<file path="src/rtl/ubt_pkg.sv">
// Shared types, codes and constants for the UF2 block tracker.
// No dependencies; every module of the block imports this package.
package ubt_pkg;

    localparam int BLOCKS_MAX = 4096;
    localparam int IDX_W      = $clog2(BLOCKS_MAX);
    localparam int ROW_W      = (BLOCKS_MAX < 32) ? BLOCKS_MAX : 32;
    localparam int ROWS       = BLOCKS_MAX / ROW_W;
    localparam int ROW_AW     = (ROWS > 1) ? $clog2(ROWS) : 1;
    localparam int BIT_AW     = $clog2(ROW_W);

    localparam logic [31:0] MAGIC_A        = 32'h0A32_4655;
    localparam logic [31:0] MAGIC_B        = 32'h9E5D_5157;
    localparam logic [31:0] MAGIC_Z        = 32'h0AB1_6F30;
    localparam int          FLAG_FAMILY    = 13;
    localparam int          FLAG_NOT_MAIN  = 0;
    localparam logic [8:0]  PAYLOAD_LIMIT  = 9'd476;
    localparam logic [16:0] CAP_LIMIT      = 17'd65536;
    localparam logic [16:0] CAP_RESET      = 17'd4096;
    localparam logic [31:0] TOTAL_CONFLICT = 32'hFFFF_FFFF;

    // opcodes of an input beat
    localparam logic [1:0] OPC_BLOCK = 2'd0;
    localparam logic [1:0] OPC_POLL  = 2'd1;
    localparam logic [1:0] OPC_CLEAR = 2'd2;

    // configuration register indexes
    localparam logic REG_FAMILY_ID = 1'b0;
    localparam logic REG_CACHE_CAP = 1'b1;

    typedef enum logic [2:0] {
        K_APPEND       = 3'd0,
        K_FLUSH        = 3'd1,
        K_BAD_HEADER   = 3'd2,
        K_WRONG_FAMILY = 3'd3,
        K_REJECT       = 3'd4,
        K_POLL_STATUS  = 3'd5,
        K_CLEARED      = 3'd6
    } kind_t;

    typedef enum logic [2:0] {
        CL_BLOCK,
        CL_POLL,
        CL_CLEAR,
        CL_BAD,
        CL_FAMILY,
        CL_RANGE
    } cls_t;

    typedef enum logic [2:0] {
        S_CLEAR,
        S_IDLE,
        S_LOOK,
        S_APPEND,
        S_POLL_DONE
    } state_t;

    typedef struct packed {
        logic [1:0]  opcode;
        logic [31:0] magic_start0;
        logic [31:0] magic_start1;
        logic [31:0] magic_end;
        logic [31:0] flags;
        logic [31:0] family;
        logic [31:0] target_address;
        logic [8:0]  payload_size;
        logic [31:0] block_index;
        logic [31:0] total_blocks;
    } cmd_t;

    typedef struct packed {
        kind_t       kind;
        logic [31:0] address;
        logic [16:0] length;
        logic [15:0] cache_offset;
        logic [12:0] blocks_written;
        logic        done_res;
        logic        last;
    } res_t;

    typedef struct packed {
        cls_t             cls;
        logic [31:0]      addr;
        logic [8:0]       size;
        logic [IDX_W-1:0] idx;
        logic [31:0]      total;
    } q_entry_t;

    typedef struct packed {
        logic empty;
        logic full;
    } q_status_t;

endpackage

</file>
<file path="src/rtl/ubt_queue.sv">
// Two-entry queue that decouples the classifier from the sequencer.
// Depends on ubt_pkg for the entry type.
module ubt_queue
    import ubt_pkg::*;
(
    input  logic      clk,
    input  logic      rst_n,
    input  logic      push,
    input  q_entry_t  din,
    input  logic      pop,
    output q_entry_t  dout,
    output q_status_t status
);

    q_entry_t   slot_reg [2];
    logic       wr_ptr_reg;
    logic       rd_ptr_reg;
    logic [1:0] count_reg;
    logic       do_push;
    logic       do_pop;

    assign status.empty = count_reg == 2'd0;
    assign status.full  = count_reg == 2'd2;
    assign do_push      = push && !status.full;
    assign do_pop       = pop && !status.empty;
    assign dout         = slot_reg[rd_ptr_reg];

    always_ff @(posedge clk)
    begin
        if (do_push)
        begin
            slot_reg[wr_ptr_reg] <= din;
        end
    end

    always_ff @(posedge clk or negedge rst_n)
    begin
        if (!rst_n)
        begin
            wr_ptr_reg <= 1'b0;
            rd_ptr_reg <= 1'b0;
            count_reg  <= 2'd0;
        end
        else
        begin
            if (do_push)
                wr_ptr_reg <= !wr_ptr_reg;
            if (do_pop)
                rd_ptr_reg <= !rd_ptr_reg;
            if (do_push && !do_pop)
                count_reg <= count_reg + 2'd1;
            else if (do_pop && !do_push)
                count_reg <= count_reg - 2'd1;
        end
    end

endmodule

</file>
<file path="config.mk">
export PLATFORM = sky130hd
export DESIGN_NAME = ubt_queue
export DESIGN_NICKNAME = d
export VERILOG_FILES = /design/src/rtl/ubt_pkg.sv /design/src/rtl/ubt_queue.sv
export SDC_FILE = /design/constraint.sdc
export NUM_CORES = 1
export LEC_CHECK = 0
export ABC_AREA = 1
export BUFFER_PORTS_ARGS = -buffer_cell sky130_fd_sc_hd__buf_2
export CAP_MARGIN = 15
export CORE_MARGIN = 10
export CORE_UTILIZATION = 46
export DETAILED_ROUTE_END_ITERATION = 12
export PLACE_DENSITY = 0.79
export REMOVE_ABC_BUFFERS = 1
export SYNTH_ARGS = -nofsm -noshare
export SYNTH_HDL_FRONTEND = slang
export SYNTH_SLANG_ARGS = --single-unit
</file>
<file path="constraint.sdc">
create_clock -name clk -period 13.5 [get_ports clk]
set_input_delay 1.35 -clock clk [delete_from_list [all_inputs] [get_ports clk]]
set_output_delay 1.35 -clock clk [all_outputs]
set_load 0.005 [all_outputs]
</file>
After elaboration in Yosys (flattened, before gate mapping)
Memories as Yosys holds them, arrays and structs flattened.
Index checks and enable logic that the tools add are counted.
{"block": "totals", "regBits": 4, "mem_bits_rw": 176, "in_bits": 92, "out_inout_bits": 90, "memories": 1}
{"block": "classes", "addsub": 2, "n_eq_ne": 1, "muxes": 4, "n_reduce_logical": 12}
{"memory": "slot_reg", "depth": 2, "word_bits": 88, "rd": 1, "rd_clocked_by_memory_dff": 0, "wr": 1, "line_no": "ubt_queue.sv:15", "text": "q_entry_t slot_reg [2];"}
{"op": "1-bit logical NOT", "n": 6}
{"op": "1-bit logical AND", "n": 4}
{"op": "2-bit 2-to-1 mux", "n": 2}
{"op": "2-bit by 1-bit adder with 2-bit output (second input constant)", "n": 1}
{"op": "2-bit equality test (second input constant)", "n": 1}
{"op": "2-bit logical NOT", "n": 1}
{"op": "1-bit 2-to-1 mux", "n": 2}
{"op": "2-bit nonzero test", "n": 1}
{"op": "2-bit by 1-bit subtractor with 2-bit output (second input constant)", "n": 1}

Longest topological paths before layout
{"block": "depth", "ltp_word": 7, "mapped_depth": 9, "ltp_nobuf": 9}

Worst setup path after synthesis
Ideal clock, no wire load.
{"block": "synth_timing", "path_kind": "input port to flip-flop", "from": "input push", "to": "memory slot_reg[1][0] in the netlist's numbering (enable)", "arrival_ns": 5.122, "path_slack_ns": 7.842, "cell_stages": 2, "path_cell_list": "o21ai_0 -> nor2_1"}
{"block": "synth_via", "elab_chain_len": 3}
{"item": "start, declared", "line_no": "ubt_queue.sv:8", "text": "input logic push,"}
{"item": "1-bit logical AND", "line_no": "ubt_queue.sv:24", "text": "assign do_push = push && !status.full;"}
{"item": "1-bit 2-to-1 mux", "line_no": "ubt_queue.sv:30", "text": "if (do_push)"}
{"item": "1-bit 2-to-1 mux (implied by the code)", "line_no": "ubt_queue.sv:32", "text": "slot_reg[wr_ptr_reg] <= din;"}
{"item": "end, declared", "line_no": "ubt_queue.sv:15"}
No other way between the ends.

==> summary.txt <==
Clock tree
  – CTS clock-pin slew for the worst setup and hold paths: 0.07 ns
  – Cts hold-fix bufs: 0
  – # Post-CTS Setup Buffers: 0
  – CTS tree: built
  – TritonCTS buffer count: 17
  – Clock root cell: clkbuf_16
  – Deepest clock path buffer count: 2
  – Clk_lat worst skew: 0.42 ns
  – Clk sinks: 180
  – Htree depth: 4
  – # resized after CTS: 0

Hold path
  – Worst min-delay path class: reg2reg
  – Hold EP: wr_ptr_reg
  – HP Start: wr_ptr_reg
  – Worst hold path cell count: 2

Synth
  – Ranking of synthesized cells by area: edfxtp_1 (80%), nand2_1 (15%), dfrtp_1 (1.5%)
  – Synth cell count leaders: nand2_1 (273), edfxtp_1 (176), buf_2 (14), inv_1 (7)
  – Post-Syn Instances: 491
  – Synth Warn #: 0
  – Ys flop type: edfxtp_1
  – Avg Cell Area, Syn: 13.5 um^2
  – Post-Syn Area: 6620 um^2
  – Post-synth top area share: 79.8%
  – Most numerous cell in the Yosys netlist: nand2_1
  – Top cell type by total area after synthesis: edfxtp_1
  – Distinct cell type count after synthesis: 15
  – Post-synth EDFFs: 176
  – Synth Register Bits: 180
  – Sequential area share after synthesis: 81.3%
  – Async set-reset flop share out of synthesis: 2.22%

Global route
  – First-pass GRT wire length: 22100 um
  – GRT Residual Overflow: 0
  – Maximum number of pins on one net before global-route repair: 91
  – Initial antenna violation count: 0
  – Vias in the first global route: 4323
  – Overall Global Routing Usage: 14.2%

Worst setup path
  – Crit-path leading delay family: flip-flops
  – R2r startpoint: count_reg[1]
  – Max incr delay on CP: 1.07 ns
  – WS Path Type: reg2out
  – Crit path required time: 12.15 ns
  – Flop2flop setup slack: 11.06 ns
  – CP Capture Type: primary output
  – Crit-path cells: inv_4, nand2_1, nand2_1, buf_2
  – Worst-path maximum fanout: 90
  – CP Buf/Inv Count: 2
  – CP most frequent cell: nand2_1
  – Critical path's slowest cell: dfrtp_4
  – Worst setup SP type: flip-flop
  – Reg2Reg Depth: 6
  – Worst reg2reg path endpoint: slot_reg[0][23]
  – Arr. time, crit path: 2.56 ns

Outcome
  – Status: finished clean

Floorplan
  – I/O pin count: 182
  – Rows: 43
  – Core Box Area: 14000 um^2
  – Die area: 19600 um^2
  – Die height: 140 um
  – Die extent in x: 140 um
  – Starting Density: 47.3%

Power
  – Peak VDD IR: 0.152 mV
  – Overall Power: 1.84 mW
  – Pwr dens: 221 nW/um^2
  – Leakage: 3.61 nW

Placement
  – Dpl cells: 835
  – Routability Congestion: 0.786
  – Placed wire-length estimate: 9390 um
  – Setup WS pre-CTS: 9.81 ns
  – Post-DP Area: 7670 um^2
  – IO buf count: 181

Timing
  – Count of final max-slew check failures: 0
  – RSZ-0062 raised after global routing: no
  – Setup Viol. Count Final: 0
  – Final setup margin: 9.59 ns
  – Fmax: 0.256 GHz
  – Worst slew pin tran: 0.989 ns
  – Max_slew headroom: 34.1%
  – Crit share post-route: 29.0%
  – Min Tclk post-route: 3.91 ns
  – Hold Vio Cnt, Final: 0
  – Fin Clk Skew: 0.00829 ns
  – Final TNS setup: 0 ns

Detailed routing
  – Vias/cell: 4.77
  – DR pass1 iterations: 6
  – Initial drt markers: 256
  – Routed WL per cell: 16.2 um
  – Routed via count: 4139
  – Post-DRT Antenna Nets: 0
  – Detailed-route DRC error count: 0
  – Detailed-route wire length: 14000 um

Layout
  – Inserted Diodes: 0
  – Layout cell share with drive strength beyond 1: 31.4%
  – Post-route design area: 8340 um^2
  – Final net count: 768
  – Post-route insts no fill: 867
  – Max reg flops: 176
  – Area growth syn-to-layout: 26.0%

Flow run
  – Max-Cap Viols: 0
layout make-up:
type                       instances  area, um^2
timing repair buffer             184         941
clock inverter                    14         233
tap                              180         225
clock buffer                      17         425
sequential                       180        5390
fill                            1099        5640
multi-input combinational        284        1100
inverter                           8        33.8
how the worst max path moves through the flow:
stage / start / endpoint / slack (ns) / cells after the start
after floorplan: push / slot_reg[1][0] / 7.84 / 2
after global placement: push / slot_reg[1][16] / 9.87 / 4
after detailed placement: push / slot_reg[1][33] / 9.81 / 4
after CTS: rd_ptr_reg / dout[66] / 9.56 / 4
after global routing: rd_ptr_reg / dout[16] / 9.37 / 4
final: rd_ptr_reg / dout[66] / 9.59 / 4
worst reg2reg max path, delay by kind of cell (launching register included):
kind          cells  cell delay [ns]
buf+inv           3             1.31
flops             1             0.41
simple gates      3             0.32
where the power goes:
part	internal, mW	total, mW	switching [mW]
registers	0.763	0.835	0.0721
clock network	0.345	0.541	0.195
logic	0.177	0.469	0.292
cells in the final DEF, fill, tap and decap left out, drive strengths merged:
master / synthesis / layout
nand3: 1 / 1
bufinv: 0 / 6
clkinvlp: 0 / 2
xnor2: 1 / 1
clkinv: 0 / 5
edfxtp: 176 / 176
nand2: 273 / 273
buf: 19 / 184
inv: 8 / 9
dfrtp: 4 / 4
ha: 1 / 1
nand4: 1 / 1
o21ai: 2 / 2
clkbuf: 0 / 17
nand3b: 1 / 1
nor2: 4 / 4
cells by family after synthesis:
kind of cell    synth area share [%]
fa+ha+maj                      0.189
buf+inv                         2.23
compound gates                 0.151
simple gates                    16.0
xor+xnor                       0.132
flops                           81.3
layer usage:
layer / part of all wire [%] / up-vias / routed length [um] / track usage (%)
met5: 0 / - / 0 / 0
met4: 1.6 / 0 / 231 / 5.65
met3: 7.3 / 21 / 1020 / 5.10
met2: 51 / 162 / 7180 / 23.9
met1: 40 / 1936 / 5610 / 16.3
li1: - / 2020 / - / -
metrics by stage:
| step | hold slack [ns] | util (%) |
|---|---|---|
| after floorplan | 0.449 | - |
| after global placement | 0.465 | 54.8 |
| after detailed placement | 0.470 | 54.8 |
| after CTS | 0.491 | 59.5 |
| after global routing | 0.507 | 59.7 |
| final | 0.493 | 59.7 |
Note: power is estimated with default switching activity, not from simulation.
