**src/rtl/ubt_pkg.sv**
```systemverilog
// Shared types, codes and constants for the UF2 block tracker.
// No dependencies; every module of the block imports this package.
package ubt_pkg;

    localparam int BLOCKS_MAX = 4096;
    localparam int IDX_W      = $clog2(BLOCKS_MAX);
    localparam int ROW_W      = (BLOCKS_MAX < 32) ? BLOCKS_MAX : 32;
    localparam int ROWS       = BLOCKS_MAX / ROW_W;
    localparam int ROW_AW     = (ROWS > 1) ? $clog2(ROWS) : 1;
    localparam int BIT_AW     = $clog2(ROW_W);

    localparam logic [31:0] MAGIC_A        = 32'h0A32_4655;
    localparam logic [31:0] MAGIC_B        = 32'h9E5D_5157;
    localparam logic [31:0] MAGIC_Z        = 32'h0AB1_6F30;
    localparam int          FLAG_FAMILY    = 13;
    localparam int          FLAG_NOT_MAIN  = 0;
    localparam logic [8:0]  PAYLOAD_LIMIT  = 9'd476;
    localparam logic [16:0] CAP_LIMIT      = 17'd65536;
    localparam logic [16:0] CAP_RESET      = 17'd4096;
    localparam logic [31:0] TOTAL_CONFLICT = 32'hFFFF_FFFF;

    // opcodes of an input beat
    localparam logic [1:0] OPC_BLOCK = 2'd0;
    localparam logic [1:0] OPC_POLL  = 2'd1;
    localparam logic [1:0] OPC_CLEAR = 2'd2;

    // configuration register indexes
    localparam logic REG_FAMILY_ID = 1'b0;
    localparam logic REG_CACHE_CAP = 1'b1;

    typedef enum logic [2:0] {
        K_APPEND       = 3'd0,
        K_FLUSH        = 3'd1,
        K_BAD_HEADER   = 3'd2,
        K_WRONG_FAMILY = 3'd3,
        K_REJECT       = 3'd4,
        K_POLL_STATUS  = 3'd5,
        K_CLEARED      = 3'd6
    } kind_t;

    typedef enum logic [2:0] {
        CL_BLOCK,
        CL_POLL,
        CL_CLEAR,
        CL_BAD,
        CL_FAMILY,
        CL_RANGE
    } cls_t;

    typedef enum logic [2:0] {
        S_CLEAR,
        S_IDLE,
        S_LOOK,
        S_APPEND,
        S_POLL_DONE
    } state_t;

    typedef struct packed {
        logic [1:0]  opcode;
        logic [31:0] magic_start0;
        logic [31:0] magic_start1;
        logic [31:0] magic_end;
        logic [31:0] flags;
        logic [31:0] family;
        logic [31:0] target_address;
        logic [8:0]  payload_size;
        logic [31:0] block_index;
        logic [31:0] total_blocks;
    } cmd_t;

    typedef struct packed {
        kind_t       kind;
        logic [31:0] address;
        logic [16:0] length;
        logic [15:0] cache_offset;
        logic [12:0] blocks_written;
        logic        done_res;
        logic        last;
    } res_t;

    typedef struct packed {
        cls_t             cls;
        logic [31:0]      addr;
        logic [8:0]       size;
        logic [IDX_W-1:0] idx;
        logic [31:0]      total;
    } q_entry_t;

    typedef struct packed {
        logic empty;
        logic full;
    } q_status_t;

endpackage

```
**src/rtl/ubt_front.sv**
```systemverilog
// Front end: takes command beats, checks the header and classifies it.
// Holds the family_id register. Depends on ubt_pkg.
module ubt_front
    import ubt_pkg::*;
(
    input  logic        clk,
    input  logic        rst_n,
    input  logic        start,
    input  logic        busy,
    input  cmd_t        cmd,
    input  logic        wr_en,
    input  logic        wr_index,
    input  logic [31:0] wr_data,
    output logic        push,
    output q_entry_t    entry
);

    logic [31:0] family_id_reg;
    logic        bad_header;
    logic        out_of_range;

    always_ff @(posedge clk or negedge rst_n)
    begin
        if (!rst_n)
        begin
            family_id_reg <= '0;
        end
        else if (wr_en && wr_index == REG_FAMILY_ID)
        begin
            family_id_reg <= wr_data;
        end
    end

    assign bad_header = cmd.magic_start0 != MAGIC_A || cmd.magic_start1 != MAGIC_B ||
                        cmd.magic_end != MAGIC_Z || !cmd.flags[FLAG_FAMILY] ||
                        cmd.flags[FLAG_NOT_MAIN] || cmd.payload_size > PAYLOAD_LIMIT;

    assign out_of_range = cmd.total_blocks == '0 || cmd.block_index >= 32'(BLOCKS_MAX);

    always_comb
    begin
        entry.addr  = cmd.target_address;
        entry.size  = cmd.payload_size;
        entry.idx   = cmd.block_index[IDX_W-1:0];
        entry.total = cmd.total_blocks;
        entry.cls   = CL_BLOCK;
        push        = start && !busy;
        unique case (cmd.opcode)
            OPC_BLOCK:
            begin
                if (bad_header)
                    entry.cls = CL_BAD;
                else if (cmd.family != family_id_reg)
                    entry.cls = CL_FAMILY;
                else if (out_of_range)
                    entry.cls = CL_RANGE;
                else
                    entry.cls = CL_BLOCK;
            end
            OPC_POLL:  entry.cls = CL_POLL;
            OPC_CLEAR: entry.cls = CL_CLEAR;
            default:   push = 1'b0;  // drop undefined opcode
        endcase
    end

endmodule

```
**config.mk**
```make
export PLATFORM = sky130hd
export DESIGN_NAME = ubt_front
export DESIGN_NICKNAME = d
export VERILOG_FILES = /design/src/rtl/ubt_pkg.sv /design/src/rtl/ubt_front.sv
export SDC_FILE = /design/constraint.sdc
export NUM_CORES = 1
export LEC_CHECK = 0
export BUFFER_PORTS_ARGS = -buffer_cell sky130_fd_sc_hd__buf_2
export CAP_MARGIN = 25
export CORE_AREA = 5 5 151 153
export CTS_BUF_LIST = sky130_fd_sc_hd__clkbuf_8 sky130_fd_sc_hd__clkbuf_16
export DETAILED_ROUTE_END_ITERATION = 8
export DIE_AREA = 0 0 156 158
export PLACE_DENSITY = 0.37
export SETUP_SLACK_MARGIN = 0.15
export SLEW_MARGIN = 0
export SYNTH_ARGS = -nofsm -noshare
export SYNTH_HDL_FRONTEND = slang
export SYNTH_SLANG_ARGS = --single-unit
```
**constraint.sdc**
```tcl
create_clock -name clk -period 4.4 [get_ports clk]
set_clock_uncertainty 0.15 [all_clocks]
set_input_delay 1.32 -clock clk [delete_from_list [all_inputs] [get_ports clk]]
set_output_delay 1.32 -clock clk [all_outputs]
set_load 0.02 [all_outputs]
```
## Yosys cells after proc, flatten, opt, wreduce, memory -nomap -nowiden

Index checks and enable logic that the tools add are counted.

| storage, ports and cells | value |
|---|---|
| logic and storage cells | 28 |
| register bits after elaboration | 32 |
| output and inout bits | 89 |

| cells by class | value |
|---|---|
| multiplexer cells | 5 |
| magnitude comparators | 2 |
| bitwise gates (word level) | 1 |
| reduce and logical (&&, ||, !) cells | 13 |
| eq/ne operators | 6 |

Operators by type and width:

| cell | count |
|---|---|
| $ne A32 B28 Y1 const B | 2 |
| $ge A32 B13 Y1 const B | 1 |
| $logic_not A32 Y1 | 1 |
| $ne A32 B32 Y1 | 1 |
| $ne A32 B32 Y1 const B | 1 |
| $gt A9 B9 Y1 const B | 1 |
| $mux W3 | 3 |
| $pmux W3 S3 | 1 |
| $logic_or A1 B1 Y1 | 6 |
| $reduce_or A3 Y1 | 1 |
| $eq A2 B1 Y1 const B | 1 |
| $eq A2 B2 Y1 const B | 1 |
| $logic_and A1 B1 Y1 | 2 |
| $logic_not A1 Y1 | 2 |
| $logic_not A2 Y1 | 1 |
| $mux W1 | 1 |
| $not A1 Y1 | 1 |

## Depth between registers and ports, before layout

| logic depth | value |
|---|---|
| depth in word-level cells | 8 |
| gate-level depth with buffers | 5 |
| depth with buffers taken out | 5 |

## Worst setup path before layout

OpenSTA, ideal clock, no wires.

| timing path | value |
|---|---|
| path type | input to output |
| start point | input cmd[231] (netlist bit) |
| end point | output entry[87] (netlist bit) |
| path buffers | 0 |
| setup slack | 0.242 ns |
| arrival time | 2.688 ns |
| stages | 5 |
| cells stage by stage | nor4b_1 -> nand4_1 -> nor4_2 -> nand4_1 -> a211oi_1 |

RTL lines:

| what | line | source |
|---|---|---|
| start: declaration | ubt_front.sv:10 | `input cmd_t cmd,` |
| end: declaration | ubt_front.sv:15 | `output q_entry_t entry` |

==> reports/results.tsv <==
metric	value	unit
number of flip-flops in the largest register	32	
final hold vios	0	
core area	21400	um^2
most frequent CP cell	buf_4	
FF/Latch Area	801	um^2
Adder-Cell Fraction of Synth Area	0	%
area of the multi-input gates	1420	um^2
layout cell share with drive strength beyond 1	75.2	%
crit path max fanout	2	
mux cell area share after synthesis	13.5	%
Post-Syn Area	2670	um^2
outcome	finished with violations	
num ports	394	
max-slew violation count	0	
DR DRC count	0	
fin crit period	4480	ps
switch share	29.2	%
Initial Utilization	12.5	%
die height	158	um
FF-to-FF setup slack	3450	ps
Synth Warn #	0	
Setup WS post-layout	-77.2	ps
nets	769	
Net Sw Power	0.297	mW
worst path bufs/invs	4	
Post-synth EDFFs	0	
worst min path class	reg -> reg	
FF+latch count, synth	32	
CTS buffer count	5	
initial drt markers	62	
clock slew at reported path FFs	50	ps
Comb pwr share	31.7	%
normalized max-slew margin	34.0	%
Setup CP Type	in -> out	
Cells after Synth	260	
xor/xnor share of the synthesized area	10.5	%
vias in the first global route	2946	
largest family of logic cells by synthesized area	buffers and inverters	
largest net degree at the start of global routing	33	
clock sinks	32	
sequence of cells on the critical path	buf_6 -> xor2_1 -> nor4_1 -> buf_4 -> nand4_1 -> buf_4 -> or3_1 -> a31oi_1 -> buf_4	
router iterations before antenna repair	4	
H-tree depth	2	
failing checks	setup timing	
Crit-path slowest cell	or3_1	
Placed Area	3820	um^2
# setup viols final	1	
DP HPWL	11400	um
Primary FF master, synth	dfrtp_1	
cell-internal power	0.720	mW
vias per cell	3.65	
GP Congestion	0.862	
die area	24600	um^2
n_diodes	0	
delay of the slowest cell on the worst path	350	ps
Clock Power Share	31.9	%
crit end category	output port	
via count	2712	
Max clock buf depth	2	
Max VDD drop	179	uV
Fillers	2413	
Cell variety after synth	28	
sequential element share of the synthesized area	30.0	%
Die X	156	um
CP arrival	3010	ps
Hold Slack	373	ps
IO Port Bufs	275	
floorplan row count	54	
max cap viols	0	
first-pass GRT wire length	16900	um
Top delay family on crit path	simple AND/OR/NAND/NOR gates	
WL final	12900	um
Crit path required time	2930	ps
Layout Cell Area excl Fill	4230	um^2
area fraction in compound gates after synthesis	1.83	%
crit share post-route	102	%
clk_lat worst skew	270	ps
initial antenna violation count	1	
CP Launch Type	input pin	
RSZ-0062 raised after global routing	true	
CTS tree	built	
max frequency	223	MHz
Simple-Gate Fraction of Synth Area	19.5	%
ANT nets after route	0	
Root Driver	clkbuf_16	
Pleak	2.07	nW
area grow syn2layout	58.4	%
Overflow after GRT	0	
syn_area_per_cell	10.3	um^2
Synth async-reset ratio	100	%
Wirelength per Cell	17.3	um
Seq pwr share	36.4	%
power per cell area	240	nW/um^2
Syn Nets	565	
gr usage total	8.97	%
Tightest Pin Transition	987	ps
==> cells in the final DEF, fill, tap and decap left out, types with 4 or more instances in the layout <==
| cell | Yosys | routed |
|---|---|---|
| buf_2 | 3 | 263 |
| dfrtp_1 | 32 | 32 |
| mux2_2 | 31 | 31 |
| xor2_1 | 32 | 29 |
| nor4_1 | 19 | 17 |
| buf_4 | 85 | 13 |
| nand4_1 | 10 | 10 |
| buf_6 | 0 | 10 |
| nor4_2 | 5 | 5 |
| clkbuf_16 | 0 | 5 |
| nor4b_2 | 0 | 4 |
==> layout make-up <==
type	count	area share, %
flip-flops and latches	32	18.9
inverters	1	0.0887
repair buffers	286	36.1
multi-input cells	138	33.5
clock inverters	2	0.207
clock buffers	5	2.96
well taps	280	8.28
==> metrics by stage <==
step	setup slack, ps	setup TNS [ps]	power (mW)	utilization [%]	std cells
6_report	-77.2	-77.2	1.02	19.8	744
4_1_cts	-189	-189	1.03	19.2	743
2_1_floorplan	242	0	0.586	-	260
3_3_place_gp	-277	-438	0.669	17.9	736
3_5_place_dp	-271	-464	0.675	17.9	736
5_1_grt	-231	-309	1.08	19.8	744
==> power groups by stage <==
stage	Clock, mW	Sequential (mW)	Combinational (mW)
floorplan	0	0.366	0.221
global placement	0	0.371	0.297
detailed placement	0	0.373	0.301
CTS	0.338	0.369	0.318
global route	0.351	0.376	0.352
finish	0.324	0.370	0.323
==> layer usage <==
layer / up-vias / GRT usage, % / wire length (um)
met3: 15 / 3.28 / 1500
met5: - / 0.198 / 20
li1: 1267 / - / -
met2: 194 / 15.9 / 6670
met4: 2 / 2.54 / 235
met1: 1234 / 10.1 / 4450
==> path summary, 6_finish.rpt <==
path / to / start / depth (start not counted)
max: entry[85] / cmd[122] / 9
min: family_id_reg[9] / family_id_reg[9] / 1
max reg2reg: family_id_reg[20] / family_id_reg[20] / 1
min reg2reg: family_id_reg[9] / family_id_reg[9] / 1
max in group asynchronous: family_id_reg[27] / rst_n / 1
min in group asynchronous: family_id_reg[19] / rst_n / 1
==> synthesized netlist by cell type (2+ instances only) <==
cell	instances	area share, %
mux2_2	31	13
and4b_1	3	1.1
buf_4	85	24
nor4_2	5	2.3
a31oi_1	2	0.47
nor4bb_1	7	2.6
nor4b_1	9	3.0
buf_2	3	0.56
nor3_1	2	0.37
nor4_1	19	4.4
and3_1	2	0.47
nor2b_1	2	0.47
nand4_1	10	2.3
nand4b_1	2	0.66
dfrtp_1	32	30
xor2_1	32	10
nor2_1	2	0.28
a211oi_1	2	0.56
==> what timing repair did <==
action,in CTS,in global routing
hold buffers,0,0
endpoints found under the setup margin,3,3
gates cloned,0,0
buffers inserted,0,1
resized for setup,25,17
pin swaps,17,12
==> cells by family after synthesis <==
kind of cell,after synthesis
mux,32
simple gates,68
buf+inv,90
xor+xnor,32
compound gates,6
flops,32
Note: power is estimated with default switching activity, not from simulation.
