File: config.mk
export PLATFORM = sky130hd
export DESIGN_NAME = ubt_back
export DESIGN_NICKNAME = d
export VERILOG_FILES = /design/src/rtl/ubt_pkg.sv /design/src/rtl/ubt_back.sv
export SDC_FILE = /design/constraint.sdc
export NUM_CORES = 2
export LEC_CHECK = 0
export ABC_CLOCK_PERIOD_IN_PS = 7000
export BUFFER_PORTS_ARGS = -buffer_cell sky130_fd_sc_hd__buf_4
export CORE_ASPECT_RATIO = 0.7
export CORE_MARGIN = 3
export CORE_UTILIZATION = 35
export CTS_CLUSTER_SIZE = 12
export DETAILED_ROUTE_END_ITERATION = 12
export GPL_ROUTABILITY_DRIVEN = 0
export HOLD_SLACK_MARGIN = 0.05
export SETUP_SLACK_MARGIN = 0.15
export SLEW_MARGIN = 20
export SYNTH_ARGS = -nofsm -noshare
export SYNTH_HDL_FRONTEND = slang
export SYNTH_SLANG_ARGS = --single-unit
File: constraint.sdc
create_clock -name clk -period 7 [get_ports clk]
set_clock_uncertainty 0.2 [all_clocks]
set_input_delay 1.4 -clock clk [delete_from_list [all_inputs] [get_ports clk]]
set_output_delay 1.4 -clock clk [all_outputs]
set_load 0.005 [all_outputs]
File: src/rtl/ubt_pkg.sv
// Shared types, codes and constants for the UF2 block tracker.
// No dependencies; every module of the block imports this package.
package ubt_pkg;

    localparam int BLOCKS_MAX = 4096;
    localparam int IDX_W      = $clog2(BLOCKS_MAX);
    localparam int ROW_W      = (BLOCKS_MAX < 32) ? BLOCKS_MAX : 32;
    localparam int ROWS       = BLOCKS_MAX / ROW_W;
    localparam int ROW_AW     = (ROWS > 1) ? $clog2(ROWS) : 1;
    localparam int BIT_AW     = $clog2(ROW_W);

    localparam logic [31:0] MAGIC_A        = 32'h0A32_4655;
    localparam logic [31:0] MAGIC_B        = 32'h9E5D_5157;
    localparam logic [31:0] MAGIC_Z        = 32'h0AB1_6F30;
    localparam int          FLAG_FAMILY    = 13;
    localparam int          FLAG_NOT_MAIN  = 0;
    localparam logic [8:0]  PAYLOAD_LIMIT  = 9'd476;
    localparam logic [16:0] CAP_LIMIT      = 17'd65536;
    localparam logic [16:0] CAP_RESET      = 17'd4096;
    localparam logic [31:0] TOTAL_CONFLICT = 32'hFFFF_FFFF;

    // opcodes of an input beat
    localparam logic [1:0] OPC_BLOCK = 2'd0;
    localparam logic [1:0] OPC_POLL  = 2'd1;
    localparam logic [1:0] OPC_CLEAR = 2'd2;

    // configuration register indexes
    localparam logic REG_FAMILY_ID = 1'b0;
    localparam logic REG_CACHE_CAP = 1'b1;

    typedef enum logic [2:0] {
        K_APPEND       = 3'd0,
        K_FLUSH        = 3'd1,
        K_BAD_HEADER   = 3'd2,
        K_WRONG_FAMILY = 3'd3,
        K_REJECT       = 3'd4,
        K_POLL_STATUS  = 3'd5,
        K_CLEARED      = 3'd6
    } kind_t;

    typedef enum logic [2:0] {
        CL_BLOCK,
        CL_POLL,
        CL_CLEAR,
        CL_BAD,
        CL_FAMILY,
        CL_RANGE
    } cls_t;

    typedef enum logic [2:0] {
        S_CLEAR,
        S_IDLE,
        S_LOOK,
        S_APPEND,
        S_POLL_DONE
    } state_t;

    typedef struct packed {
        logic [1:0]  opcode;
        logic [31:0] magic_start0;
        logic [31:0] magic_start1;
        logic [31:0] magic_end;
        logic [31:0] flags;
        logic [31:0] family;
        logic [31:0] target_address;
        logic [8:0]  payload_size;
        logic [31:0] block_index;
        logic [31:0] total_blocks;
    } cmd_t;

    typedef struct packed {
        kind_t       kind;
        logic [31:0] address;
        logic [16:0] length;
        logic [15:0] cache_offset;
        logic [12:0] blocks_written;
        logic        done_res;
        logic        last;
    } res_t;

    typedef struct packed {
        cls_t             cls;
        logic [31:0]      addr;
        logic [8:0]       size;
        logic [IDX_W-1:0] idx;
        logic [31:0]      total;
    } q_entry_t;

    typedef struct packed {
        logic empty;
        logic full;
    } q_status_t;

endpackage

File: src/rtl/ubt_back.sv
// Back end: sequencer over the seen bitmap, write cache and session counters.
// Emits result beats and holds cache_capacity. Depends on ubt_pkg.
module ubt_back
    import ubt_pkg::*;
(
    input  logic        clk,
    input  logic        rst_n,
    input  q_entry_t    head,
    input  q_status_t   q_stat,
    output logic        pop,
    output logic        clearing,
    input  logic        wr_en,
    input  logic        wr_index,
    input  logic [31:0] wr_data,
    output logic        strobe,
    output res_t        result
);

    state_t              state_reg, state_next;
    logic [ROW_AW-1:0]   clr_reg, clr_next;
    q_entry_t            cur_reg, cur_next;
    logic [31:0]         start_reg, start_next;
    logic [16:0]         fill_reg, fill_next;
    logic [31:0]         exp_reg, exp_next;
    logic [12:0]         written_reg, written_next;
    logic                done_reg, done_next;
    logic [16:0]         cap_reg;
    res_t                res_reg, res_next;
    logic                strobe_reg, strobe_next;

    logic [ROW_W-1:0]    seen_mem [ROWS];
    logic [ROW_W-1:0]    rd_row_reg;
    logic                mem_we, mem_re;
    logic [ROW_AW-1:0]   mem_waddr, mem_raddr;
    logic [ROW_W-1:0]    mem_wdata;

    logic [16:0]         cap_eff;
    logic                seen;
    logic                poll_ready;
    logic                need_flush;
    logic [12:0]         written_inc;

    assign cap_eff     = (cap_reg > CAP_LIMIT) ? CAP_LIMIT : cap_reg;
    assign seen        = rd_row_reg[cur_reg.idx[BIT_AW-1:0]];
    assign poll_ready  = !done_reg && exp_reg != '0 && {19'b0, written_reg} >= exp_reg;
    assign written_inc = written_reg + 13'd1;
    assign need_flush  = fill_reg != '0 &&
                         ((start_reg + {15'b0, fill_reg}) != cur_reg.addr ||
                          ({1'b0, fill_reg} + {9'b0, cur_reg.size}) > {1'b0, cap_eff});

    assign clearing = state_reg == S_CLEAR;
    assign strobe   = strobe_reg;
    assign result   = res_reg;

    // next state
    always_comb
    begin
        state_next = state_reg;
        unique case (state_reg)
            S_CLEAR:
            begin
                if (clr_reg == ROW_AW'(ROWS - 1))
                    state_next = S_IDLE;
            end
            S_IDLE:
            begin
                if (!q_stat.empty)
                begin
                    unique case (head.cls)
                        CL_BLOCK: state_next = S_LOOK;
                        CL_CLEAR: state_next = S_CLEAR;
                        CL_POLL:
                        begin
                            if (poll_ready && fill_reg != '0)
                                state_next = S_POLL_DONE;
                        end
                        default:  state_next = S_IDLE;
                    endcase
                end
            end
            S_LOOK:      state_next = seen ? S_IDLE : S_APPEND;
            S_APPEND:    state_next = S_IDLE;
            S_POLL_DONE: state_next = S_IDLE;
            default:     state_next = S_IDLE;
        endcase
    end

    // datapath and result beats
    always_comb
    begin
        clr_next     = clr_reg;
        cur_next     = cur_reg;
        start_next   = start_reg;
        fill_next    = fill_reg;
        exp_next     = exp_reg;
        written_next = written_reg;
        done_next    = done_reg;
        res_next     = '0;
        res_next.blocks_written = written_reg;
        res_next.done_res       = done_reg;
        strobe_next  = 1'b0;
        pop          = 1'b0;
        mem_we       = 1'b0;
        mem_re       = 1'b0;
        mem_waddr    = clr_reg;
        mem_raddr    = ROW_AW'(head.idx >> BIT_AW);
        mem_wdata    = '0;
        unique case (state_reg)
            S_CLEAR:
            begin
                mem_we   = 1'b1;
                clr_next = clr_reg + ROW_AW'(1);
            end
            S_IDLE:
            begin
                if (!q_stat.empty)
                begin
                    pop      = 1'b1;
                    cur_next = head;
                    unique case (head.cls)
                        CL_BLOCK:
                        begin
                            mem_re = 1'b1;
                        end
                        CL_CLEAR:
                        begin
                            clr_next     = '0;
                            start_next   = '0;
                            fill_next    = '0;
                            exp_next     = '0;
                            written_next = '0;
                            done_next    = 1'b0;
                            strobe_next  = 1'b1;
                            res_next.kind           = K_CLEARED;
                            res_next.blocks_written = '0;
                            res_next.done_res       = 1'b0;
                            res_next.last           = 1'b1;
                        end
                        CL_POLL:
                        begin
                            strobe_next = 1'b1;
                            if (poll_ready)
                            begin
                                done_next         = 1'b1;
                                res_next.done_res = 1'b1;
                            end
                            if (poll_ready && fill_reg != '0)
                            begin
                                // final flush goes out ahead of the status beat
                                fill_next             = '0;
                                res_next.kind         = K_FLUSH;
                                res_next.address      = start_reg;
                                res_next.length       = fill_reg;
                            end
                            else
                            begin
                                res_next.kind = K_POLL_STATUS;
                                res_next.last = 1'b1;
                            end
                        end
                        CL_BAD:
                        begin
                            strobe_next   = 1'b1;
                            res_next.kind = K_BAD_HEADER;
                            res_next.last = 1'b1;
                        end
                        CL_FAMILY:
                        begin
                            strobe_next   = 1'b1;
                            res_next.kind = K_WRONG_FAMILY;
                            res_next.last = 1'b1;
                        end
                        default:
                        begin
                            strobe_next   = 1'b1;
                            res_next.kind = K_REJECT;
                            res_next.last = 1'b1;
                        end
                    endcase
                end
            end
            S_LOOK:
            begin
                if (seen)
                begin
                    strobe_next   = 1'b1;
                    res_next.kind = K_REJECT;
                    res_next.last = 1'b1;
                end
                else if (need_flush)
                begin
                    fill_next               = '0;
                    strobe_next             = 1'b1;
                    res_next.kind           = K_FLUSH;
                    res_next.address        = start_reg;
                    res_next.length         = fill_reg;
                    res_next.blocks_written = written_inc;
                end
            end
            S_APPEND:
            begin
                strobe_next             = 1'b1;
                res_next.kind           = K_APPEND;
                res_next.address        = cur_reg.addr;
                res_next.length         = {8'b0, cur_reg.size};
                res_next.cache_offset   = fill_reg[15:0];
                res_next.blocks_written = written_inc;
                res_next.last           = 1'b1;
                start_next   = cur_reg.addr - {15'b0, fill_reg};
                fill_next    = fill_reg + {8'b0, cur_reg.size};
                written_next = written_inc;
                if (exp_reg != cur_reg.total)
                begin
                    if (cur_reg.total >= 32'(BLOCKS_MAX) || exp_reg != '0)
                        exp_next = TOTAL_CONFLICT;
                    else
                        exp_next = cur_reg.total;
                end
                // mark the block seen in the row fetched during lookup
                mem_we    = 1'b1;
                mem_waddr = ROW_AW'(cur_reg.idx >> BIT_AW);
                mem_wdata = rd_row_reg | (ROW_W'(1) << cur_reg.idx[BIT_AW-1:0]);
            end
            S_POLL_DONE:
            begin
                strobe_next   = 1'b1;
                res_next.kind = K_POLL_STATUS;
                res_next.last = 1'b1;
            end
            default:
            begin
                strobe_next = 1'b0;
            end
        endcase
    end

    always_ff @(posedge clk)
    begin
        if (mem_we)
            seen_mem[mem_waddr] <= mem_wdata;
        if (mem_re)
            rd_row_reg <= seen_mem[mem_raddr];
    end

    always_ff @(posedge clk)
    begin
        cur_reg <= cur_next;
        res_reg <= res_next;
    end

    always_ff @(posedge clk or negedge rst_n)
    begin
        if (!rst_n)
        begin
            state_reg   <= S_CLEAR;
            clr_reg     <= '0;
            start_reg   <= '0;
            fill_reg    <= '0;
            exp_reg     <= '0;
            written_reg <= '0;
            done_reg    <= 1'b0;
            cap_reg     <= CAP_RESET;
            strobe_reg  <= 1'b0;
        end
        else
        begin
            state_reg   <= state_next;
            clr_reg     <= clr_next;
            start_reg   <= start_next;
            fill_reg    <= fill_next;
            exp_reg     <= exp_next;
            written_reg <= written_next;
            done_reg    <= done_next;
            strobe_reg  <= strobe_next;
            if (wr_en && wr_index == REG_CACHE_CAP)
                cap_reg <= wr_data[16:0];
        end
    end

`ifndef ASSERT_OFF
    a_nonfinal_followed: assert property (@(posedge clk) disable iff (!rst_n)
        strobe_reg && !res_reg.last |=> strobe_reg)
        else $error("non-final result beat not followed by another beat");

    a_append_is_last: assert property (@(posedge clk) disable iff (!rst_n)
        strobe_reg && res_reg.kind == K_APPEND |-> res_reg.last)
        else $error("append beat must close its item");

    a_fill_bound: assert property (@(posedge clk) disable iff (!rst_n)
        fill_reg <= CAP_LIMIT)
        else $error("cache fill beyond 64 KiB");

    a_done_from_poll: assert property (@(posedge clk) disable iff (!rst_n)
        $rose(done_reg) |-> $past(state_reg == S_IDLE && head.cls == CL_POLL))
        else $error("done raised outside a poll");
`endif

endmodule

# Yosys cells after proc, flatten, opt, wreduce, memory -nomap -nowiden
# Memory sizes are Yosys's and may differ from the RTL's. A register that Yosys moved wholly into a read port is not among the register bits.
# Cells that the tools add are included.
word_totals:
  regBits: 291
  mem_bits_rw: 4096
  out_inout_bits: 86
  word_cells: 141
  memories: 1
op_classes:
  add_sub_neg: 6
  n_lt_le_gt_ge: 5
  n_eq_ne: 19
  n_shift: 1
  mux: 63
  bitwise_logic: 2
  n_reduce_logical: 24
memory_table:
  columns: ["memory", "depth", "width", "rd", "rd_clocked_by_memory_dff", "write_ports", "line_no", "rtl"]
  rows:
  - ["seen_mem", 128, 32, 1, 1, 1, "ubt_back.sv:31", "logic [ROW_W-1:0] seen_mem [ROWS];"]
ops:
  columns: ["cell", "n"]
  rows:
  - ["$mux W32", 5]
  - ["$mux W49", 3]
  - ["$pmux W49 S3", 1]
  - ["$pmux W32 S2", 2]
  - ["$mux W17", 5]
  - ["$ne A32 B32 Y1", 2]
  - ["$mux W13", 4]
  - ["$mux W52", 1]
  - ["$pmux W17 S3", 1]
  - ["$mux W50", 1]
  - ["$pmux W13 S3", 1]
  - ["$pmux W17 S2", 1]
  - ["$add A32 B17 Y32", 1]
  - ["$ge A13 B32 Y1", 1]
  - ["$ge A32 B13 Y1 const B", 1]
  - ["$or A32 B32 Y32", 1]
  - ["$reduce_bool A32 Y1", 1]
  - ["$shl A1 B5 Y32 const A", 1]
  - ["$sub A32 B17 Y32", 1]
  - ["$pmux W3 S3", 3]
  - ["$pmux W13 S2", 1]
  - ["$mux W7", 3]
  - ["$add A17 B9 Y18", 1]
  - ["$gt A18 B17 Y1", 1]
  - ["other kinds (35)", 77]

# Depth between registers and ports, before layout
logic_depth:
  word_depth: 8
  ltp_mapped: 26

# Worst setup path before layout
# OpenSTA, ideal clock, no wires.
synth_timing:
  kind: "reg-to-reg"
  from: "register fill_reg[0]"
  to: "register res_reg, in the netlist result[10]"
  setup_time_ns: 0.079
  arrival_ns: 5.785
  required_time_ns: 6.721
  slack_ns: 0.936
  stages_incl_launch_ff: 26
  n_path_buf: 1
  period_less_slack_ns: 6.064
  path_cell_list: "dfrtp_1 ha_1 fa_1 a21o_1 a21oi_1 o21bai_1 a21oi_1 o21bai_1 a21oi_1 nor2b_1 o21a_1 and3_1 xnor2_1 ha_1 a21o_1 a211o_1 a211oi_1 a21oi_1 or4_1 or4_1 nor4_2 nand4_2 a21oi_2 buf_6 mux2_1 o211ai_1"
synth_rtl:
  columns: ["element", "line_no", "rtl"]
  rows:
  - ["start: declaration", "ubt_back.sv:23", "logic [16:0] fill_reg, fill_next;"]
  - ["start signal: assignment", "ubt_back.sv:270", "fill_reg <= fill_next;"]
  - ["end signal: assignment", "ubt_back.sv:248", "res_reg <= res_next;"]
  - ["end: declaration", "ubt_back.sv:28", "res_t res_reg, res_next;"]

==> results.ini <==
[floorplan]
ioPinCount = 212
die_w_um = 845
core_area_sq_um = 488000
dieArea_sq_um = 501000
initial_core_util_pct = 35.3
rows = 214
die_y_um = 593

[grt]
gr-usage-all-layers_pct = 18.4
grt_start_max_net_pins = 97
antenna_found_initial = 60
overflow = 0
grt_pass1_wl_um = 658000
grt_pass1_vias = 83800

[final_layout]
nets = 8355
fillers = 42300
multi_input_area_sq_um = 40600
synthToLayoutAreaGrowth_pct = 13.9
largest_reg_flops = 4096
layout-drive-gt1-share_pct = 31.0
regArea_sq_um = 131000

[power]
power_density_nw_per_um2 = 288
vdd_drop_max_mv = 0.206
power_w = 0.0565
p_leak_nw = 60.7

[min_path]
whs_path_depth = 1
holdPathEnd = result[34]
hold_class = flip-flop to flip-flop
holdCritStartpoint = cur_reg[47]

[timing]
finalHoldViolCount = 0
setup_viol = 0
period_minus_slack_ns = 6.57
tightest_slew_ns = 1.15
setup_tns_ns = 0
slew_violations = 0
fmax_mhz = 152
relSlewSlack_pct = 23.2
rsz0062_at_grt = false
period_share_pct = 93.9

[clock_tree]
cts-buffers-inserted = 420
cts.hold.buffers_added = 0
ctsResizeCount = 0
cts_root_buf = clkbuf_16
clk_path_buf_depth = 4
cts_tree = yes
insertion_delay_ns = 0.97
htreeDepth = 5
cts_setup_buffers = 0
clock_sinks = 4419
path_clk_slew_ns = 0.06

[critical_path]
worstSetupStartpointType = flip-flop
path_max_fanout = 22
crit_type = flip-flop to flip-flop
rr_endpoint = result[10]
critPathBufInv = 1
rrSetupSlack_ns = 0.43
cp_data_required_time_ns = 7.65
end_kind = flip-flop
max_stage_delay_ns = 0.58
worst_r2r_startpoint = cur_reg[44]
path_common_cell = a21oi_2
critical-path-slowest-cell = or4_1
cp_data_arrival_time_ns = 7.22
cp_top_family = compound AO/OA/AOI/OAI gates
r2r_cells = 25

[drt]
drtIter0Drc = 13700
drc_errors = 0
dr.pass1.iters = 9
vias = 85500
wl_um = 470000
ant_nets = 0
via_per_inst = 5.78
wl_per_cell_um = 31.7

[placement]
io_buffers = 195
hpwl_um = 278000

[logic_synthesis]
synth_edf_count = 4213
synth_area_leader_cell = edfxtp_1
netlist_instances = 7615
synth_most_common_cell = edfxtp_1
synth.net_count = 7819
syn_area_sq_um = 172000
synth_common_cells = 4213 x edfxtp_1, 1354 x mux4_2, 300 x clkbuf_1
ys.flop_type = edfxtp_1
ys_seq_elements = 4419
yosysSeqAreaShare_pct = 76.2
synth_top_area_share_pct = 73.4
synth_area_leaders = edfxtp_1 73%, mux4_2 18%, dfrtp_1 1.8%, dfxtp_1 0.96%, clkbuf_1 0.65%
async_flop_share_pct = 2.78
yosysWarnings = 0
avgSynthCellArea_sq_um = 22.6
synth_cell_types = 77

[status]
status = completed

[job]
maxCapViolCount = 0

placed cells by master, fill, tap and decap left out, drive strengths merged, types with 9 or more instances in the layout:
| master | netlist | routed |
|---|---|---|
| nor4 | 38 | 38 |
| nand2b | 18 | 18 |
| and2 | 16 | 16 |
| nor2b | 11 | 11 |
| nand4 | 24 | 24 |
| a21o | 48 | 48 |
| or3 | 16 | 16 |
| nand3 | 61 | 61 |
| o31ai | 24 | 24 |
| xor2 | 53 | 53 |
| nor2 | 252 | 252 |
| a211oi | 15 | 15 |
| a22o | 54 | 54 |
| xnor2 | 47 | 47 |
| nand2 | 170 | 170 |
| mux4 | 1354 | 1354 |
| ha | 75 | 75 |
| buf | 99 | 513 |
| nor3 | 38 | 38 |
| or4 | 11 | 11 |
| diode | 0 | 37 |
| or2 | 9 | 9 |
| nand3b | 13 | 13 |
| edfxtp | 4213 | 4213 |
| dfrtp | 122 | 122 |
| dfxtp | 83 | 83 |
| mux2 | 54 | 54 |
| o21ai | 94 | 94 |
| o21a | 9 | 9 |
| clkbuf | 300 | 506 |
| inv | 63 | 70 |
| mux2i | 10 | 10 |
| clkinv | 0 | 28 |
| o211ai | 14 | 14 |
| and3 | 21 | 21 |
| a21oi | 98 | 98 |
cell families (layout without fill, tap and decap cells):
| family | count (synthesis) | count (layout) | share of synthesized area [%] |
|---|---|---|---|
| other | 0 | 37 | 0 |
| DFF | 4419 | 4419 | 76.2 |
| and+or+nand+nor | 719 | 719 | 1.98 |
| muxes | 1418 | 1418 | 18.1 |
| buffers and inverters | 462 | 1121 | 1.03 |
| adders and majority gates | 78 | 78 | 0.579 |
| AOI/OAI and AO/OA | 418 | 418 | 1.62 |
| xor gates and xnor gates | 101 | 101 | 0.521 |
power breakdown:
group | internal (W) | total, W | switching (W)
logic | 0.00214 | 0.00591 | 0.00377
clock network | 0.0110 | 0.0203 | 0.00934
registers | 0.0296 | 0.0303 | 0.000618
total | 0.0427 | 0.0565 | 0.0137
metrics by stage:
| step | hold WS [ns] | cells | utilization (%) | setup WS, ns | area, sq um |
|---|---|---|---|---|---|
| after detailed placement | 0.294 | 14200 | 37.8 | 0.341 | 185000 |
| after global placement | 0.288 | 14200 | 37.8 | 0.150 | 184000 |
| after CTS | 0.293 | 14700 | 40.2 | 0.274 | 196000 |
| after global routing | 0.326 | 14800 | 40.2 | 0.131 | 196000 |
| final | 0.317 | 14800 | 40.2 | 0.429 | 196000 |
| after floorplan | 0.276 | 7615 | - | 0.936 | 172000 |
worst max path at each step:
stage	cells past startpoint	to	slack, ns	startpoint
CTS	25	result[10]	0.27	cur_reg[44]
finish	25	result[10]	0.43	cur_reg[44]
global route	25	result[10]	0.13	cur_reg[44]
detailed placement	25	result[10]	0.34	cur_reg[44]
floorplan	25	result[10]	0.94	fill_reg[0]
global placement	25	result[10]	0.15	cur_reg[44]
final cells by class:
| class | instances | area share, % |
|---|---|---|
| Sequential cell | 4419 | 66.9 |
| Multi-Input combinational cell | 2734 | 20.7 |
| Clock buffer | 506 | 5.61 |
| Tap cell | 6480 | 4.13 |
| Timing Repair Buffer | 513 | 2.33 |
| Clock inverter | 39 | 0.183 |
| Inverter | 63 | 0.122 |
| Antenna cell | 37 | 0.0472 |
metal layers:
metal	vias to the layer above	GRT usage [%]	part of all wire, %
met2	5238	25.8	42
met4	8	3.57	2.0
met5	-	0	0.0098
met1	46300	28.8	43
met3	621	4.89	12
li1	33300	-	-
No activity file was read; power rests on OpenSTA's default activity.
